## src/rtl/fpadd_pkg.sv

```systemverilog
// fpadd_pkg: shared types and constants for the fp32 adder pipeline
// no dependencies
`timescale 1ns / 1ps

package fpadd_pkg;

   localparam logic [7:0] ExpMax = 8'd255;
   localparam logic [31:0] NanInfDiff = 32'hFFA00000;

   // stage 1 to stage 2: aligned operands
   typedef struct packed {
      logic        sa;
      logic        sb;
      logic        sbig;
      logic [7:0]  ebig;
      logic [23:0] mbig;
      logic [26:0] part;
      logic        tsticky;
      logic        special;
      logic [31:0] special_word;
   } align_type;

   // stage 2 to stage 3: normalized sum before rounding
   typedef struct packed {
      logic        sa;
      logic        sb;
      logic        sbig;
      logic [7:0]  exp_r;
      logic [26:0] man_f;
      logic        sticky;
      logic        special;
      logic [31:0] special_word;
   } norm_type;

   function automatic logic [4:0] lzc26(input logic [25:0] v);
      logic [4:0] n;
      n = 5'd26;
      for (int b = 0; b <= 25; b++) begin
         if (v[b]) n = 5'(25 - b);
      end
      return n;
   endfunction

endpackage

```

## src/rtl/fp32_adder_core.sv

```systemverilog
// fp32_adder_core: pipelined IEEE-754 single-precision adder, top level
// depends on fpadd_pkg, fpadd_align, fpadd_norm, fpadd_round
//
// usage:
//   a transaction is accepted at a rising edge with start high and
//   busy low; busy is tied low, so one add may start every cycle
//   req_operand_a and req_operand_b carry the two addends
//   the sum appears on rsp_sum_word with rsp_valid high for one cycle,
//   after passing the input register, align, add/normalize and
//   round/pack stages
//   throughput is one transaction per cycle
//   synchronous reset clears all valid bits; in-flight transactions are dropped
//   the receiver cannot stall; every result is taken in its strobe cycle
`timescale 1ns / 1ps

module fp32_adder_core import fpadd_pkg::*; (
   input  logic        clock,
   input  logic        reset,
   input  logic        start,
   output logic        busy,
   input  logic [31:0] req_operand_a,
   input  logic [31:0] req_operand_b,
   output logic        rsp_valid,
   output logic [31:0] rsp_sum_word
);
   logic        v0_ff, v1_ff, v2_ff, v3_ff;
   logic [31:0] a_ff, b_ff, sum_ff, sum_in;
   align_type   al_in, al_ff;
   norm_type    nm_in, nm_ff;

   assign busy = 1'b0;

   fpadd_align u_align (.a(a_ff), .b(b_ff), .res(al_in));
   fpadd_norm  u_norm  (.d(al_ff), .res(nm_in));
   fpadd_round u_round (.d(nm_ff), .word(sum_in));

   always_ff @(posedge clock) begin
      if (reset) begin
         v0_ff <= 1'b0; v1_ff <= 1'b0; v2_ff <= 1'b0; v3_ff <= 1'b0;
      end else begin
         v0_ff <= start; v1_ff <= v0_ff; v2_ff <= v1_ff; v3_ff <= v2_ff;
      end
   end

   always_ff @(posedge clock) begin
      a_ff <= req_operand_a;
      b_ff <= req_operand_b;
      al_ff <= al_in;
      nm_ff <= nm_in;
      sum_ff <= sum_in;
   end

   assign rsp_valid = v3_ff;
   assign rsp_sum_word = sum_ff;
endmodule

```

## src/rtl/fpadd_align.sv

```systemverilog
// fpadd_align: unpack, special cases, operand ordering and alignment shift
// depends on fpadd_pkg
`timescale 1ns / 1ps

module fpadd_align import fpadd_pkg::*; (
   input  logic [31:0] a,
   input  logic [31:0] b,
   output align_type   res
);
   logic        sa, sb, pick_b, nza, nzb;
   logic [7:0]  ea, eb, xa, xb, diff;
   logic [22:0] fa, fb;
   logic [23:0] ma, mb, msml;
   logic [4:0]  shift;
   logic [54:0] aligned;

   always_comb begin
      sa = a[31]; sb = b[31];
      ea = a[30:23]; eb = b[30:23];
      fa = a[22:0]; fb = b[22:0];
      ma = {ea != 8'd0, fa};
      mb = {eb != 8'd0, fb};
      xa = (ea != 8'd0) ? ea : 8'd1;
      xb = (eb != 8'd0) ? eb : 8'd1;
      if (xa >= xb) begin
         diff = xa - xb; pick_b = 1'b0;
      end else begin
         diff = xb - xa; pick_b = 1'b1;
      end
      shift = (diff > 8'd31) ? 5'd31 : diff[4:0];
      if (shift == 5'd0) pick_b = !(ma > mb);
      msml = pick_b ? ma : mb;
      aligned = {msml, 31'd0} >> shift;
      res.sa = sa;
      res.sb = sb;
      res.sbig = pick_b ? sb : sa;
      res.ebig = pick_b ? xb : xa;
      res.mbig = pick_b ? mb : ma;
      res.tsticky = aligned[28:0] != 29'd0;
      res.part = {1'b0, aligned[54:29]};
      nza = fa != 23'd0;
      nzb = fb != 23'd0;
      res.special = (ea == ExpMax) || (eb == ExpMax);
      if (ea == ExpMax && eb != ExpMax)
         res.special_word = {sa, ExpMax, nza, fa[21:0]};
      else if (eb == ExpMax && ea != ExpMax)
         res.special_word = {sb, ExpMax, nzb, fb[21:0]};
      else if (nzb)
         res.special_word = {sb, ExpMax, 1'b1, fb[21:0]};
      else if (nza)
         res.special_word = {sa, ExpMax, 1'b1, fa[21:0]};
      else if (sa == sb)
         res.special_word = {sa, ExpMax, 23'd0};
      else
         res.special_word = NanInfDiff;
   end
endmodule

```

## src/rtl/fpadd_norm.sv

```systemverilog
// fpadd_norm: mantissa add or subtract and leading-zero normalization
// depends on fpadd_pkg
`timescale 1ns / 1ps

module fpadd_norm import fpadd_pkg::*; (
   input  align_type d,
   output norm_type  res
);
   logic [26:0] raw, man_d;
   logic [8:0]  einc;
   logic [7:0]  exp_d;
   logic        sticky;
   logic [4:0]  lz, sh;
   logic [9:0]  exp_f;

   always_comb begin
      sh = 5'd0;
      raw = (d.sa == d.sb) ? ({1'b0, d.mbig, 2'b00} + d.part)
                           : ({1'b0, d.mbig, 2'b00} - d.part);
      einc = {1'b0, d.ebig} + 9'd1;
      if (raw[26]) begin
         exp_d = (einc == 9'd255) ? ExpMax : einc[7:0];
         man_d = (einc == 9'd255) ? {1'b1, 26'd0} : {1'b0, raw[26:1]};
         sticky = d.tsticky | raw[0];
      end else begin
         exp_d = d.ebig;
         man_d = raw;
         sticky = d.tsticky;
      end
      lz = lzc26(man_d[25:0]);
      exp_f = {2'b00, exp_d} - {5'd0, lz};
      if (!exp_f[9] && exp_f != 10'd0) begin
         res.man_f = man_d << lz;
         res.exp_r = exp_f[7:0];
      end else begin
         sh = (exp_d[4:0] != 5'd0) ? exp_d[4:0] - 5'd1 : 5'd0;
         res.man_f = man_d << sh;
         res.exp_r = 8'd0;
      end
      res.sa = d.sa;
      res.sb = d.sb;
      res.sbig = d.sbig;
      res.sticky = sticky;
      res.special = d.special;
      res.special_word = d.special_word;
   end
endmodule

```

## src/rtl/fpadd_round.sv

```systemverilog
// fpadd_round: rounding, packing and special-case selection
// depends on fpadd_pkg
`timescale 1ns / 1ps

module fpadd_round import fpadd_pkg::*; (
   input  norm_type    d,
   output logic [31:0] word
);
   logic        g, r, l, up, sy;
   logic [24:0] man_r;
   logic [7:0]  ey;
   logic [22:0] my;

   always_comb begin
      g = d.man_f[1]; r = d.man_f[0]; l = d.man_f[2];
      up = (g && !r && !d.sticky && l) || (g && !r && (d.sa == d.sb) && d.sticky)
           || (g && r);
      man_r = d.man_f[26:2] + {24'd0, up};
      if (man_r[24]) begin
         ey = d.exp_r + 8'd1; my = 23'd0;
      end else if (man_r[23:0] == 24'd0) begin
         ey = 8'd0; my = 23'd0;
      end else begin
         ey = d.exp_r; my = man_r[22:0];
      end
      sy = (ey == 8'd0 && my == 23'd0) ? (d.sa & d.sb) : d.sbig;
      word = d.special ? d.special_word : {sy, ey, my};
   end
endmodule

```

## config.mk

```make
export PLATFORM = sky130hd
export DESIGN_NAME = fp32_adder_core
export DESIGN_NICKNAME = d
export VERILOG_FILES = /design/src/rtl/fpadd_pkg.sv /design/src/rtl/fp32_adder_core.sv /design/src/rtl/fpadd_align.sv /design/src/rtl/fpadd_norm.sv /design/src/rtl/fpadd_round.sv
export SDC_FILE = /design/constraint.sdc
export NUM_CORES = 1
export LEC_CHECK = 0
export BUFFER_PORTS_ARGS = -buffer_cell sky130_fd_sc_hd__buf_4
export CAP_MARGIN = 30
export CORE_MARGIN = 1
export CORE_UTILIZATION = 35
export DETAILED_ROUTE_END_ITERATION = 10
export SLEW_MARGIN = 0
export SYNTH_ARGS = -nofsm -noshare
export SYNTH_HDL_FRONTEND = slang
export SYNTH_SLANG_ARGS = --single-unit
```

## constraint.sdc

```tcl
create_clock -name clock -period 7.26 [get_ports clock]
set_input_delay 0.726 -clock clock [delete_from_list [all_inputs] [get_ports clock]]
set_output_delay 0.726 -clock clock [all_outputs]
set_load 0.05 [all_outputs]
```

## Word-level counts from Yosys, hierarchy flattened

Index checks and enable logic that the tools add are counted.

| storage, ports and cells | value |
|---|---|
| register bits after elaboration | 267 |
| output and inout bits | 34 |
| logic and storage cells | 134 |
| input port bits | 67 |

| cells by class | value |
|---|---|
| add/sub/neg operators | 9 |
| bitwise logic cells | 2 |
| reductions and logical operators | 29 |
| equality and inequality tests | 8 |
| shifts and indexed selects | 3 |
| multiplexer cells | 55 |
| order comparisons | 3 |

Operators by type and width:

| operator | count |
|---|---|
| $mux W32 | 6 |
| $mux W27 | 4 |
| $mux W5 | 18 |
| $mux W8 | 8 |
| $shr A55 B5 Y55 | 1 |
| $shl A27 B5 Y27 | 2 |
| $mux W24 | 2 |
| $mux W23 | 2 |
| $reduce_bool A23 Y1 | 2 |
| $mux W4 | 8 |
| $reduce_bool A29 Y1 | 1 |
| $add A26 B26 Y27 | 1 |
| $sub A26 B26 Y27 | 1 |
| $add A25 B1 Y25 | 1 |
| $gt A24 B24 Y1 | 1 |
| $logic_not A24 Y1 | 1 |
| $logic_not A23 Y1 | 1 |
| $eq A8 B8 Y1 const B | 2 |
| $ne A8 B8 Y1 const B | 2 |
| $reduce_bool A8 Y1 | 2 |
| $sub A8 B8 Y8 | 2 |
| $logic_and A1 B1 Y1 | 10 |
| $reduce_bool A10 Y1 | 1 |
| $add A8 B1 Y9 const B | 1 |
| 17 further kinds | 29 |

## Longest topological paths before layout

Gate-level depths: netlist of run 1.

| depth | value |
|---|---|
| depth after elaboration | 34 |
| gate-level depth with buffers | 36 |

## Modules after synthesis

A second synthesis of run 1 with hierarchy kept.

| second synthesis, totals | value |
|---|---|
| cells, all modules | 2385 |
| area total of the unflattened synthesis | 19406.1 sq um |

By module, submodules not included:

| module | cells an instance | area an instance (sq um) | instances |
|---|---|---|---|
| fpadd_norm | 967 | 6601.3 | 1 |
| fpadd_align | 884 | 5745.5 | 1 |
| fp32_adder_core | 274 | 5401.4 | 1 |
| fpadd_round | 260 | 1657.8 | 1 |

## Worst setup path before layout of run 1

OpenSTA, ideal clock, no wires.

| path | value |
|---|---|
| path type | register to register |
| start | register al_ff[45] in the netlist's numbering |
| end | register nm_ff[54] in the netlist's numbering |
| setup slack | 246 ps |
| arrival | 6888 ps |
| buffers on the path | 8 |
| required time | 7134 ps |
| stages on the path, launching flop included | 36 |
| setup time | 126 ps |
| cells stage by stage | dfxtp_1 -> inv_1 -> ha_1 -> clkbuf_1 -> nor2b_1 -> o21ai_0 -> nand2_1 -> a211oi_1 -> a21boi_1 -> o211ai_1 -> buf_2 -> buf_2 -> buf_1 -> buf_1 -> buf_1 -> a21oi_1 -> a21oi_1 -> ha_1 -> inv_1 -> fa_1 -> a21o_1 -> a21oi_1 -> xnor2_1 -> nor3_1 -> nand2b_1 -> a211oi_1 -> o21a_1 -> mux2i_1 -> a31oi_1 -> o21ai_0 -> buf_2 -> buf_2 -> mux2i_1 -> mux2i_1 -> a22oi_1 -> o21ai_0 |

RTL lines:

| element | line | text |
|---|---|---|
| from (decl) | fp32_adder_core.sv:28 | `align_type al_in, al_ff;` |
| from (signal assigned) | fp32_adder_core.sv:48 | `al_ff <= al_in;` |
| to (signal assigned) | fp32_adder_core.sv:49 | `nm_ff <= nm_in;` |
| to (decl) | fp32_adder_core.sv:29 | `norm_type nm_in, nm_ff;` |

==> results of run 1 <==
-- cell usage in the layout, fill, tap and decap left out, types with 37 or more instances in the layout --
cell type  count
a21oi_1      115
buf_4        287
dfxtp_1      250
ha_1          89
inv_1        116
mux2_2        49
mux2i_1       90
nand2_1      212
nand3_1       55
nor2_1       178
nor3_1        64
o21ai_0      106
xnor2_1       37
-- power by group through the flow --
| stage | registers, mW | logic [mW] | clock network [mW] |
|---|---|---|---|
| floorplan | 2.10 | 1.59 | 0 |
| global placement | 1.90 | 2.87 | 0 |
| detailed placement | 1.91 | 2.86 | 0 |
| CTS | 1.88 | 2.88 | 1.64 |
| global route | 1.91 | 3.32 | 1.69 |
| finish | 1.88 | 3.10 | 1.60 |
-- how the worst min path moves through the flow --
stage,cells past startpoint,from,end
after global placement,0,al_ff[12],nm_ff[12]
final,1,req_operand_a[2],a_ff[2]
after global routing,1,req_operand_a[8],a_ff[8]
after detailed placement,0,al_ff[18],nm_ff[18]
after floorplan,0,al_ff[0],nm_ff[0]
after CTS,1,req_operand_a[2],a_ff[2]
-- metal layers --
metal | vias up | wire, µm
met5 | - | 0
met4 | 0 | 3060
met2 | 677 | 30100
met1 | 8300 | 27800
met3 | 130 | 3150
li1 | 8251 | -
-- cells in the mapped netlist (16+ instances only) --
library cell / n
a211oi_1: 22
a21o_1: 35
a21oi_1: 131
a22o_1: 29
a22oi_1: 26
a31oi_1: 28
and2_1: 19
and3_1: 18
buf_2: 31
clkbuf_1: 73
dfxtp_1: 251
ha_1: 101
inv_1: 116
mux2_2: 50
mux2i_1: 108
nand2_1: 213
nand2b_1: 25
nand3_1: 56
nand4_1: 19
nor2_1: 181
nor2b_1: 22
nor3_1: 68
nor4_1: 32
o211ai_1: 24
o21a_1: 16
o21ai_0: 114
o22ai_1: 25
o31ai_1: 30
xnor2_1: 43
xor2_1: 21
-- logic make-up after synthesis --
kind of cell / Yosys count / synth area share [%]
adders and majority gates: 105 / 7.77
other: 1 / 0.0217
AOI/OAI and AO/OA: 614 / 24.4
xor gates and xnor gates: 64 / 3.24
muxes: 162 / 9.92
buffers and inverters: 243 / 5.78
and+or+nand+nor: 714 / 19.8
DFF: 251 / 29.1
-- registers in the layout (all words and copies together), names as in the netlist --
name / cells
b_ff: 32
v2_ff: 1
nm_ff: 64
rsp_sum_word: 32
a_ff: 32
rsp_valid: 1
v1_ff: 1
v0_ff: 1
al_ff: 87
-- layout make-up --
| cell class | count | area [µm²] | area share, % |
|---|---|---|---|
| clock inverter | 20 | 295 | 1.37 |
| clock buffer | 34 | 764 | 3.54 |
| sequential | 251 | 5030 | 23.3 |
| tap | 664 | 831 | 3.85 |
| inverter | 117 | 439 | 2.04 |
| multi-input combinational | 1660 | 11800 | 54.9 |
| timing repair buffer | 301 | 2380 | 11.1 |
-- per-stage QoR --
stage | hold WS (ns) | util [%]
after detailed placement | 0.312 | 40.4
after global placement | 0.311 | 40.4
after global routing | 0.216 | 44.2
after floorplan | 0.310 | -
after CTS | 0.212 | 42.7
final | 0.237 | 44.2
-- repair_timing --
| item | in CTS | in global routing |
|---|---|---|
| gates cloned | 0 | 2 |
| resized for setup | 8 | 122 |
| setup buffers | 1 | 23 |
| pin swaps | 3 | 32 |
| endpoints found under the setup margin | 23 | 27 |
==> qor.yml, run 1 <==
switchingPower_mw: 2.71
io_pins: 101
cts_tree: "done"
p_int_mw: 3.88
relSlewSlack_pct: 36.2
holdBufCountCts: 0
async_reset_ff_share_pct: 0
critPathCapture: "nm_ff[54]"
timing.final.max_slew_violations: 0
finalPower_mw: 6.59
final_area_mm2: 0.0216
setup_viol: 0
critPathMostFrequentCell: "buf_4"
grt_pass1_wl_um: 96100
grt-ovfl-total: 0
synth_top_cells_by_area: "dfxtp_1 29%, ha_1 7.3%, mux2i_1 6.3%, nand2_1 4.6%, nor2_1 3.9%"
arrival_ns: 7.47
die_x_um: 224
placedCellCount: 2967
switching_share_pct: 41.2
worstMarginPinSlew_ns: 0.954
portBuffers: 99
vdd_ir_drop_max_v: 0.000185
fin_crit_ns: 7.02
syn2layout_area_growth_pct: 24.8
drive_gt1_share_pct: 23.1
yosysSeqAreaShare_pct: 29.1
syn-num-nets: 2326
crit_buf_inv: 7
grt_pass1_vias: 16500
diodes: 0
yosysTopAreaCell: "dfxtp_1"
fin_skew_ns: 0.0249
power.density_mw_per_mm2: 305
vias_per_cell: 5.70
clk_latency_ns: 0.59
synth_cell_types: 99
syn_area_mm2: 0.0173
startpoint: "al_ff[52]"
maxCapViolations: 0
p_clk_share_pct: 24.3
r2r_cells: 34
clock-sinks: 251
nNetsFinal: 2532
crit_cells: 34
antenna_found_initial: 1
synthCells: 2154
vias: 17400
r2r_slack_ns: 0.24
rsz0062_at_grt: "yes"
r2r-start: "al_ff[52]"
die-area_mm2: 0.0503
cts_root_buf: "clkbuf_16"
grt_use_met1_pct: 31.3
fillers: 4878
critical-path-top-delay-family: "compound AO/OA/AOI/OAI gates"
crit_path_end_kind: "register"
cts_buffer_depth: 3
drt_iter0_drc: 1657
cp.required_ns: 7.71
rows: 81
cts_max_level: 1
synth_edf_count: 0
ant_nets: 0
period_share_pct: 96.7
drtPass1Iterations: 6
worstPathMaxFanout: 11
routed_wl_um: 64100
placed_cell_area_mm2: 0.0198
grt_usage_pct: 24.5
comb_power_share_pct: 47.1
ys.flop_type: "dfxtp_1"
status: "finished, final reports clean"
initial_core_util_pct: 35.4
yosysWarnings: 0
gp_congestion: 0.944
seqPwrFrac_pct: 28.6
fp.dieH_um: 224
yosys_register_bits: 251
drc_errors: 0
syn_area_per_cell_um2: 8.03
max_stage_delay_ns: 0.55
grt_max_degree: 47
critPathKind: "register to register"
wire_per_inst_um: 21.0
fin_ws_ns: 0.239
min_path_type: "input pin to register"
tns_ns: 0
hold_viol: 0
place_ws_ns: -0.184
dp_hpwl_um: 50400
grt.met3_usage_pct: 2.33
p_leak_nw: 9.13
use_met2_pct: 41.4
critPathLaunchType: "register"
top_usage_layer: "met2"
instances_no_fill: 3047
reg2reg_to: "nm_ff[54]"
cts_buffers: 29
core-area_mm2: 0.0488
clock.fmax_mhz: 142
critPathSlowestCell: "or4_1"
yosysTopAreaCellShare_pct: 29.1
clkTransAtPathRegs_ns: 0.06
Power figures use the tool's default switching activity.
==> inputs of run 2 (changes only) <==
clock period = 7.8 ns   (was 7.26 ns; I/O delays follow)
==> run 2 against run 1 <==
Non-clock buffer count shrank 121. Via count down 3.3%. Largest power group unchanged. Flip-flop and latch count unchanged. Clock skew up 0.0034 ns. Sequential power fell by 7%. Critical endpoint is now nm_ff[56]. Routed wire length fell by 4.5%. Highest routed layer is now met5. Critical path depth did not move.
==> qor.yml, run 2 (synthesized netlist as in run 1, its figures left out) <==
startpoint: "al_ff[53]"
io_pins: 101  # unchanged
period_share_pct: 95.0  # -1.7 points
rows: 81  # unchanged
hold_viol: 0  # unchanged
power.density_mw_per_mm2: 281  # -8.1%
r2r_slack_ns: 0.39  # +0.15 ns
gp_congestion: 0.945  # +0.13%
fin_crit_ns: 7.41  # +0.390 ns
die_x_um: 224  # unchanged
place_ws_ns: -0.0112  # +0.173 ns
reg_top3: "al_ff (87), nm_ff (64)"
layout_commonest_cell: "dfxtp_1"
crit_path_end_kind: "register"
holdBufCountCts: 0  # unchanged
max_stage_delay_ns: 0.46  # -0.09 ns
drtPass1Iterations: 5  # -1
critPathMostFrequentCell: "mux2i_1"
cts_buffer_depth: 3  # unchanged
vdd_ir_drop_max_v: 0.000175  # -5.2%
nNetsFinal: 2409  # -4.9%
arrival_ns: 7.85  # +0.38 ns
critPathKind: "register to register"
ff_latch_area_mm2: 0.00502  # about the same
die-area_mm2: 0.0503  # unchanged
relSlewSlack_pct: 34.2  # -2.0 points
core-area_mm2: 0.0488  # unchanged
grt_pass1_vias: 16200  # -1.9%
drt_iter0_drc: 1359  # -18%
worstMarginPinSlew_ns: 0.985  # +0.0307 ns
status: "finished, final reports clean"
setup_viol: 0  # unchanged
drive_gt1_share_pct: 15.9  # -7.2 points
grt-ovfl-total: 0  # unchanged
grt_max_degree: 47  # unchanged
maxCapViolations: 0  # unchanged
routed_wl_um: 61200  # -4.5%
finish.utilization_pct: 41.3  # -2.9 points
holdPathStages: 1  # unchanged
cts_tree: "done"
grt_pass1_wl_um: 93600  # -2.6%
max_flop_register: "al_ff"
ant_nets: 0  # unchanged
clk_latency_ns: 0.58  # about the same
multi_input_area_mm2: 0.0115  # -3.1%
largest_register_ffs: 87  # unchanged
cp.required_ns: 8.24  # +0.53 ns
diodes: 0  # unchanged
clock-sinks: 251  # unchanged
critPathLaunchType: "register"
layout_common_cells: "251 x dfxtp_1, 212 x nand2_1, 179 x nor2_1, 174 x buf_4, 128 x a21oi_1"
cts_root_buf: "clkbuf_16"
critPathSlowestCell: "mux2i_1"
vias: 16800  # -3.3%
cts_buffers: 27  # -6.9%
p_leak_nw: 8.47  # -7.2%
antenna_found_initial: 2  # +1
fin_skew_ns: 0.0283  # +0.00344 ns
clock.fmax_mhz: 135  # -5.3%
portBuffers: 99  # unchanged
cts_max_level: 1  # unchanged
grt_usage_pct: 23.7  # -0.78 points
drc_errors: 0  # unchanged
fp.dieH_um: 224  # unchanged
critPathCapture: "nm_ff[56]"
initial_core_util_pct: 35.4  # unchanged
dp_hpwl_um: 48200  # -4.5%
r2r_cells: 34  # unchanged
fillers: 5006  # +2.6%
wire_per_inst_um: 21.0  # -0.39%
worstPathMaxFanout: 16  # +5
timing.final.max_slew_violations: 0  # unchanged
clkTransAtPathRegs_ns: 0.08  # +0.02 ns
reg2reg_to: "nm_ff[56]"
min_path_type: "input pin to register"
vias_per_cell: 5.75  # +0.87%
fin_ws_ns: 0.389  # +0.150 ns
syn2layout_area_growth_pct: 16.5
r2r-start: "al_ff[53]"
run 2: changes by cell type in the layout (fill, tap and decap cells not counted), moves of 8 or more:
| cell | change |
|---|---|
| a21oi_1 | +13 |
| ha_2 | -8 |
| mux2i_1 | +12 |
| ha_1 | +10 |
| buf_4 | -113 |
| a21oi_2 | -13 |
| mux2i_2 | -8 |
run 2: timing repair:
item,4_1_cts,5_1_grt
pin swaps,0,6
endpoints found under the hold margin,0,0
buffers inserted,0,7
resized for setup,1,38
endpoints found under the setup margin,6,27
run 2: how the worst min path moves through the flow:
stage                           startpoint        end  slack [ns]
after floorplan                   al_ff[0]   nm_ff[0]        0.31
after global routing      req_operand_a[6]    a_ff[6]        0.29
after detailed placement         al_ff[14]  nm_ff[14]        0.31
final                     req_operand_a[6]    a_ff[6]        0.30
after CTS                 req_operand_a[5]    a_ff[5]        0.27
after global placement           al_ff[14]  nm_ff[14]        0.31
run 2: layout make-up:
class	count	area share, %
Multi-Input combinational cell	1660	56.9
Tap cell	664	4.12
Clock buffer	33	3.61
Timing Repair Buffer	180	7.08
Inverter	117	2.18
Clock inverter	17	1.12
Sequential cell	251	24.9
run 2: worst max-delay path: cells and delay by family (launching register included):
family | cells | cell delay (ns)
and+or+nand+nor | 7 | 1.53
DFF | 1 | 0.33
adders and majority gates | 3 | 0.92
xor gates and xnor gates | 1 | 0.11
buffers and inverters | 4 | 0.54
AOI/OAI and AO/OA | 16 | 3.05
muxes | 3 | 0.79
run 2: power breakdown:
part	internal [mW]	leakage, nW	total, mW	switching [mW]
clock network	0.806	0.462	1.36	0.558
logic	0.956	5.90	2.55	1.60
registers	1.52	2.10	1.74	0.223
total	3.28	8.47	5.66	2.38
run 2: per-stage QoR:
stage	TNS, ns	instance area [µm²]	std cells	total power [mW]	hold slack (ns)
6_report	0	20200	2922	5.66	0.298
5_1_grt	-0.158	20200	2922	5.95	0.287
4_1_cts	0	19900	2915	5.62	0.271
3_5_place_dp	-0.0112	19000	2865	4.24	0.314
3_3_place_gp	0	19000	2865	4.23	0.311
2_1_floorplan	0	17300	2154	3.43	0.310
run 2: per-layer routing:
layer / share of wire, % / wire, µm / track usage [%] / vias to the layer above
met5: 0.018 / 11 / 0 / -
met4: 3.9 / 2360 / 9.22 / 2
met3: 4.2 / 2600 / 2.38 / 107
met2: 47 / 29000 / 40.6 / 552
met1: 44 / 27200 / 30.7 / 8146
li1: - / - / - / 7983
==> inputs of run 3 (changes only) <==
BUFFER_PORTS_ARGS = not set   (was -buffer_cell sky130_fd_sc_hd__buf_4)
DONT_BUFFER_PORTS = 1   (was not set)
==> run 3 against run 2 <==
Setup slack better by 0.049 ns. Via count down 1.4%. Final cell count down 3.5%. Flip-flop and latch count unchanged. Clock-buffer cell count up 1. Non-clock buffer count down 103. Routed wire length down 1.2%. Clock power down 4%. Critical path depth down 4. Global-route usage down 0.26 points. Sequential share of layout area up 1.0 points. Combinational power down 16%.
==> qor.yml, run 3 (synthesized netlist as in run 1, its figures left out) <==
drtPass1Iterations: 6  # +1
period_share_pct: 94.4  # -0.62 points
switching_share_pct: 43.1  # +1.1 points
p_leak_nw: 7.95  # -6.1%
final_area_mm2: 0.0193  # -4.0%
holdBufCountCts: 0  # unchanged
max_flop_register: "al_ff"
crit_path_end_kind: "register"
relSlewSlack_pct: 34.5  # +0.36 points
maxCapViolations: 0  # unchanged
gp_congestion: 0.987  # +4.4%
die-area_mm2: 0.0503  # unchanged
comb_power_share_pct: 38.9  # -6.2 points
vias_per_cell: 5.87  # +2.1%
hold_viol: 0  # unchanged
p_clk_share_pct: 23.9  # -0.2 points
instances_no_fill: 2821  # -3.5%
drt_iter0_drc: 1610  # +18%
critPathSlowestCell: "or4_1"
placed_cell_area_mm2: 0.0182  # -4.0%
setup_viol: 0  # unchanged
die_x_um: 224  # unchanged
power.density_mw_per_mm2: 283  # +0.85%
max_stage_delay_ns: 0.56  # +0.10 ns
fp.dieH_um: 224  # unchanged
clock-sinks: 251  # unchanged
core-area_mm2: 0.0488  # unchanged
drive_gt1_share_pct: 11.9  # -4.1 points
grt_usage_pct: 23.5  # -0.26 points
io_pins: 101  # unchanged
place_ws_ns: 0.100  # +0.112 ns
clkTransAtPathRegs_ns: 0.07  # about the same
reg_top3: "al_ff (87), nm_ff (64)"
grt_pass1_wl_um: 92200  # -1.5%
nNetsFinal: 2307  # -4.2%
clk_latency_ns: 0.57  # about the same
cts_max_level: 1  # unchanged
cts_buffers: 28  # +3.7%
worstPathMaxFanout: 29  # +13
diodes: 0  # unchanged
crit_buf_inv: 3  # -1
timing.final.max_slew_violations: 0  # unchanged
fin_crit_ns: 7.36  # -0.0485 ns
vdd_ir_drop_max_v: 0.000167  # -4.5%
clock.fmax_mhz: 136  # +0.66%
worstMarginPinSlew_ns: 0.978  # -0.00660 ns
fin_ws_ns: 0.437  # +0.0485 ns
antenna_found_initial: 1  # -1
seqPwrFrac_pct: 37.2  # +6.4 points
fin_skew_ns: 0.0147  # -0.0136 ns
critical-path-top-delay-family: "compound AO/OA/AOI/OAI gates"
status: "finished, final reports clean"
ant_nets: 0  # unchanged
layout_commonest_cell: "dfxtp_1"
placedCellCount: 2765  # -3.5%
arrival_ns: 7.83  # -0.02 ns
critPathMostFrequentCell: "a21o_1"
grt_pass1_vias: 15800  # -2.5%
initial_core_util_pct: 35.4  # unchanged
layout_common_cells: "251 x dfxtp_1, 212 x nand2_1, 179 x nor2_1, 130 x a21oi_1, 116 x inv_1"
min_path_type: "input pin to register"
grt-ovfl-total: 0  # unchanged
p_int_mw: 3.12  # -5.0%
syn2layout_area_growth_pct: 11.9
cts_buffer_depth: 3  # unchanged
dp_hpwl_um: 47700  # -1.0%
cts_root_buf: "clkbuf_16"
routed_wl_um: 60500  # -1.2%
largest_register_ffs: 87  # unchanged
vias: 16600  # -1.4%
grt_max_degree: 47  # unchanged
cts_tree: "done"
switchingPower_mw: 2.36  # -0.65%
wire_per_inst_um: 21.4  # +2.3%
rows: 81  # unchanged
critPathKind: "register to register"
drc_errors: 0  # unchanged
portBuffers: 0  # -100%
critPathLaunchType: "register"
cp.required_ns: 8.26  # +0.02 ns
## run 3: changes by cell type in the layout (fill, tap and decap cells not counted), moves of 2 or more
cell / change
bufinv_16: -2
a21oi_1: +2
a211oi_1: +2
a211oi_2: -2
clkinv_2: +2
a21oi_2: -2
buf_4: -103
## run 3: final cells by class
| class | instances | area (µm²) |
|---|---|---|
| multi-input cells | 1660 | 11500 |
| clock buffers | 34 | 743 |
| flip-flops and latches | 251 | 5020 |
| well taps | 664 | 831 |
| repair buffers | 77 | 644 |
| inverters | 117 | 439 |
| clock inverters | 18 | 196 |
| fillers | 5032 | 29500 |
## run 3: final timing paths
kind	depth (start not counted)	slack, ns	end	start
max	30	0.44	nm_ff[60]	al_ff[41]
min reg2reg	0	0.32	nm_ff[8]	al_ff[8]
max reg2reg	30	0.44	nm_ff[60]	al_ff[41]
min	0	0.23	b_ff[20]	req_operand_b[20]
## run 3: worst register-to-register path, delay by kind of cell, from the launching register on
kind	cells	cell delay [ns]
AND/OR/NAND/NOR	6	1.13
adder cells (fa/ha/maj)	2	0.83
flip-flops	1	0.33
AO/OA/AOI/OAI	16	3.88
buffers and inverters	3	0.48
multiplexers	2	0.50
XOR/XNOR	1	0.13
## run 3: through the flow
step / hold slack (ns) / setup TNS (ns) / power [mW] / util [%]
floorplan: 0.310 / 0 / 3.43 / -
global placement: 0.311 / 0 / 4.10 / 37.3
detailed placement: 0.312 / 0 / 4.11 / 37.3
CTS: 0.204 / 0 / 5.43 / 39.2
global route: 0.199 / -0.00912 / 5.77 / 39.6
finish: 0.230 / 0 / 5.48 / 39.6
## run 3: timing repair
action | CTS | global route
buffers inserted | 0 | 4
endpoints found under the hold margin | 0 | 0
resized for setup | 0 | 37
endpoints found under the setup margin | 0 | 27
## run 3: power groups by stage
stage | sequential [mW] | clock, mW | combinational, mW
2_1_floorplan | 1.96 | 0 | 1.48
6_report | 2.04 | 1.31 | 2.13
3_3_place_gp | 2.06 | 0 | 2.04
5_1_grt | 2.06 | 1.39 | 2.32
4_1_cts | 2.04 | 1.34 | 2.05
3_5_place_dp | 2.06 | 0 | 2.05
## run 3: layer usage
| layer | up-vias | track usage, % | part of all wire [%] |
|---|---|---|---|
| met5 | - | 0 | 0 |
| met4 | 0 | 11.3 | 4.9 |
| met3 | 140 | 3.17 | 6.3 |
| met2 | 698 | 38.1 | 45 |
| met1 | 7927 | 30.6 | 43 |
| li1 | 7792 | - | - |
